`src/hw/rtl/ssir_pkg.sv`:
```
package ssir_pkg;

    localparam int SSIR_CAPACITY = 16;
    localparam int VALUE_W       = 32;
    localparam int RANK_W        = 4;
    localparam int COUNT_OUT_W   = 5;
    localparam int PADDR_W       = 3;

    typedef enum logic [1:0] {
        OP_INSERT = 2'd0,
        OP_REMOVE = 2'd1,
        OP_FIND   = 2'd2,
        OP_READ   = 2'd3
    } op_t;

    localparam logic [1:0] STATUS_OK   = 2'd0;
    localparam logic [1:0] STATUS_MISS = 2'd1;
    localparam logic [1:0] STATUS_FULL = 2'd2;

    localparam logic REG_ORDER = 1'b0;

    typedef enum logic {
        ST_IDLE,
        ST_EXEC
    } state_t;

    // Broadcast to every cell of the chain
    typedef struct packed {
        logic                      ins_en;
        logic                      rem_en;
        logic signed [VALUE_W-1:0] key;
    } cell_ctrl_t;

endpackage

```
`src/hw/rtl/ssir_cell.sv`:
```
module ssir_cell
    import ssir_pkg::*;
(
    input  logic                      clk,
    input  cell_ctrl_t                ctrl,
    input  logic                      valid,
    input  logic                      lt_left,
    input  logic signed [VALUE_W-1:0] left_value,
    input  logic signed [VALUE_W-1:0] right_value,
    output logic signed [VALUE_W-1:0] value,
    output logic                      lt,
    output logic                      eq
);

    logic signed [VALUE_W-1:0] value_reg;
    logic signed [VALUE_W-1:0] value_next;

    // Compare the held entry against the broadcast key
    assign lt    = valid && (value_reg < ctrl.key);
    assign eq    = valid && (value_reg == ctrl.key);
    assign value = value_reg;

    // Keep entries below the key, open a gap or close one above it
    always_comb
    begin
        value_next = value_reg;
        if (ctrl.ins_en && !lt)
        begin
            value_next = lt_left ? ctrl.key : left_value;
        end
        else if (ctrl.rem_en && !lt)
        begin
            value_next = right_value;
        end
    end

    always_ff @(posedge clk)
    begin
        value_reg <= value_next;
    end

endmodule

```
`config.mk`:
```
export PLATFORM = sky130hd
export DESIGN_NAME = ssir_cell
export DESIGN_NICKNAME = d
export VERILOG_FILES = /design/src/hw/rtl/ssir_pkg.sv /design/src/hw/rtl/ssir_cell.sv
export SDC_FILE = /design/constraint.sdc
export NUM_CORES = 1
export LEC_CHECK = 0
export ABC_AREA = 1
export BUFFER_PORTS_ARGS = -buffer_cell sky130_fd_sc_hd__buf_2
export CAP_MARGIN = 20
export CORE_MARGIN = 2
export CORE_UTILIZATION = 30
export DETAILED_ROUTE_END_ITERATION = 10
export PLACE_DENSITY = 0.68
export SKIP_LAST_GASP = 1
export SLEW_MARGIN = 0
export SYNTH_ARGS = -nofsm -noshare
export SYNTH_HDL_FRONTEND = slang
export SYNTH_SLANG_ARGS = --single-unit
```
`constraint.sdc`:
```
create_clock -name clk -period 3.1 [get_ports clk]
set_input_delay 0.31 -clock clk [delete_from_list [all_inputs] [get_ports clk]]
set_output_delay 0.31 -clock clk [all_outputs]
set_load 0.01 [all_outputs]
```
==> results_dict.tcl <==
set metrics [dict create \
    status "completed" \
    wl_per_cell_um 12.5 \
    syn_to_final_growth_pct 31.3 \
    cts_tree "done" \
    grtUsageTotal_pct 15.7 \
    drcViolationCount 0 \
    num_rows 34 \
    largest_reg_flops 32 \
    drt-initial-drc-count 75 \
    grt_pass1_vias 2686 \
    numCtsBuffers 5 \
    grt_remaining_overflow 0 \
    vdd_ir_drop_max_mv 0.185 \
    drive_gt1_share_pct 30.7 \
    post_cts_resize_count 0 \
    synth_top_area_share_pct 36.3 \
    place.port_buffers 134 \
    multi_input_area_um2 1440 \
    worstSetupPathType "reg -> out" \
    hold_viol 0 \
    drv_slew 0 \
    die_h_um 97.9 \
    synthDistinctLibCells 21 \
    routabilityCongestion 0.813 \
    synth_top_family_by_area "simple AND/OR/NAND/NOR gates" \
    startpoint_type "flip-flop" \
    p_leak_nw 1.93 \
    cts_setup_buffers 0 \
    dr.pass1.iters 4 \
    vias 2720 \
    power_mw 1.67 \
    relSlewSlack_pct 55.4 \
    clk_pin_slew_worst_paths_ns 0.07 \
    critPathMaxFanout 4 \
    grt_pass1_wl_um 12300 \
    netlist_area_um2 2650 \
    fillCellCount 921 \
    die_w_um 97.9 \
    finClkSkew_ns 0.0104 \
    clock_latency_ns 0.28 \
    vias_per_cell 4.61 \
    grt_antenna_before_repair 0 \
    drv_cap 0 \
    dp_cells 583 \
    htreeDepth 2 \
    cp_data_arrival_time_ns 2.34 \
    synth.area.mux_share_pct 0.425 \
    boundaryPins 135 \
    fin_setup_tns_ns 0 \
    cts_root_buffer "clkbuf_8" \
    core_um2 8640 \
    synth_warnings 0 \
    die_area_um2 9590 \
    yosysTopAreaCell "edfxtp_1" \
    synth_common_cells "nand2_1 (99), a21oi_1 (45), inv_1 (41)" \
    grt_start_max_net_pins 39 \
    p_int_mw 1.04 \
    hpwl_um 5730 \
    synthCells 355 \
    yosys.area_share.simple_pct 29.0 \
    synth_fp_nets 488 \
    power.switching_uw 626 \
    nets 615 \
    start_util_pct 30.7 \
    clkSinkCount 32 \
    clock.fmax_ghz 0.377 \
    yosysSeqAreaShare_pct 36.3 \
    hold_class "in -> reg" \
    antenna_cells 0 \
    finalSetupViolCount 0 \
    instances_no_fill 590 \
    ys_seq_elements 32 \
    worstPathRequired_ns 2.79 \
    synthAdderAreaFrac_pct 15.1 \
    holdBufCountCts 0 \
    pwr-share-clk_pct 18.4 \
    synth-main-ff-cell "edfxtp_1" \
    final.min_clock_period_ns 2.65 \
    rsz0062_at_grt "no" \
    seq_area_um2 961 \
    ant_nets 0 \
    synth_xor_xnor_area_share_pct 0 \
    yosysMostFrequentCell "nand2_1" \
    seqPwrFrac_pct 39.7 \
    max_slew.worst_pin.slew_ns 0.669 \
    pwr_density_cell_nw_per_um2 480 \
    critPathCaptureType "output pin" \
    synthTopCellsByArea "edfxtp_1 (36%), ha_1 (15%), nand2_1 (14%)" \
    synth_compound_area_share_pct 9.74 \
    swShare_pct 37.5 \
    period_share_pct 85.5 \
    drt-total-wl_um 7400 \
    syn_avg_cell_area_um2 7.46 \
    power_frac_comb_pct 41.9 \
    clockBufferDepth 2 \
    synth-async-reset-ratio_pct 0 \
    synth_edf_count 32 \
]
## cells by family after synthesis
| group | after synthesis |
|---|---|
| and+or+nand+nor | 182 |
| muxes | 1 |
| adders and majority gates | 32 |
| AOI/OAI and AO/OA | 50 |
| buffers and inverters | 58 |
| DFF | 32 |
## placed cells by master (no fill, tap or decap)
master,netlist,layout
a21o_1,1,1
a21oi_1,45,45
and3_1,1,1
buf_12,0,1
buf_2,2,134
buf_4,2,2
clkbuf_1,10,1
clkbuf_8,0,5
clkinv_2,0,1
edfxtp_1,32,32
ha_1,32,32
inv_1,41,41
mux2_2,1,1
nand2_1,99,99
nand2_4,1,1
nand3_1,35,35
nand3_4,1,1
nand4_1,2,2
nor2_1,40,39
nor2_4,0,1
nor3_1,2,2
nor4_2,1,1
o21a_1,2,2
o21ai_0,2,2
## power groups by stage
stage / clock network [mW] / logic [mW] / registers [mW]
after CTS: 0.318 / 0.713 / 0.665
after detailed placement: 0 / 0.709 / 0.674
after global placement: 0 / 0.690 / 0.670
after global routing: 0.339 / 0.803 / 0.675
final: 0.306 / 0.699 / 0.663
after floorplan: 0 / 0.400 / 0.711
## cell type report
cell class                 count  share of cell area, %
tap                          108                   3.89
clock inverter                 1                  0.144
clock buffer                   6                   2.09
timing repair buffer         137                   20.3
multi-input combinational    265                   41.5
inverter                      41                   4.43
sequential                    32                   27.6
## layer usage
layer / GRT usage, % / vias to the layer above / wire length, µm / share of wire, %
met1: 19.9 / 1198 / 3150 / 43
met5: 0 / - / 0 / 0
met3: 3.79 / 2 / 636 / 8.6
li1: - / 1421 / - / -
met4: 2.24 / 0 / 15 / 0.20
met2: 28.0 / 99 / 3600 / 49
## path summary, 6_finish.rpt
| check | slack [ns] | from | depth (start not counted) | end |
|---|---|---|---|---|
| max | 0.45 | value[31] | 10 | lt |
| min | 0.29 | right_value[17] | 3 | value[17] |
| max reg2reg | 0.59 | value[31] | 12 | value[29] |
| min reg2reg | 1.34 | value[31] | 6 | value[8] |
## worst max-delay path: stages (launching register included)
cell	delay, ns
edfxtp_1	0.41
ha_1	0.38
nand2_1	0.10
nor2_1	0.18
nand2_1	0.13
nor4_2	0.24
nand2_1	0.11
nand3_1	0.13
nand3_4	0.10
inv_1	0.11
buf_2	0.16
## stage by stage
| step | hold WS, ns | util (%) | setup WS [ns] | instance area (µm²) |
|---|---|---|---|---|
| after floorplan | 0.489 | - | 0.235 | 2650 |
| after global placement | 0.575 | 39.4 | 0.596 | 3400 |
| final | 0.295 | 40.3 | 0.449 | 3480 |
| after CTS | 0.282 | 40.3 | 0.403 | 3480 |
| after detailed placement | 0.579 | 39.4 | 0.568 | 3400 |
| after global routing | 0.289 | 40.3 | 0.278 | 3480 |
Note: power is estimated with default switching activity, not from simulation.
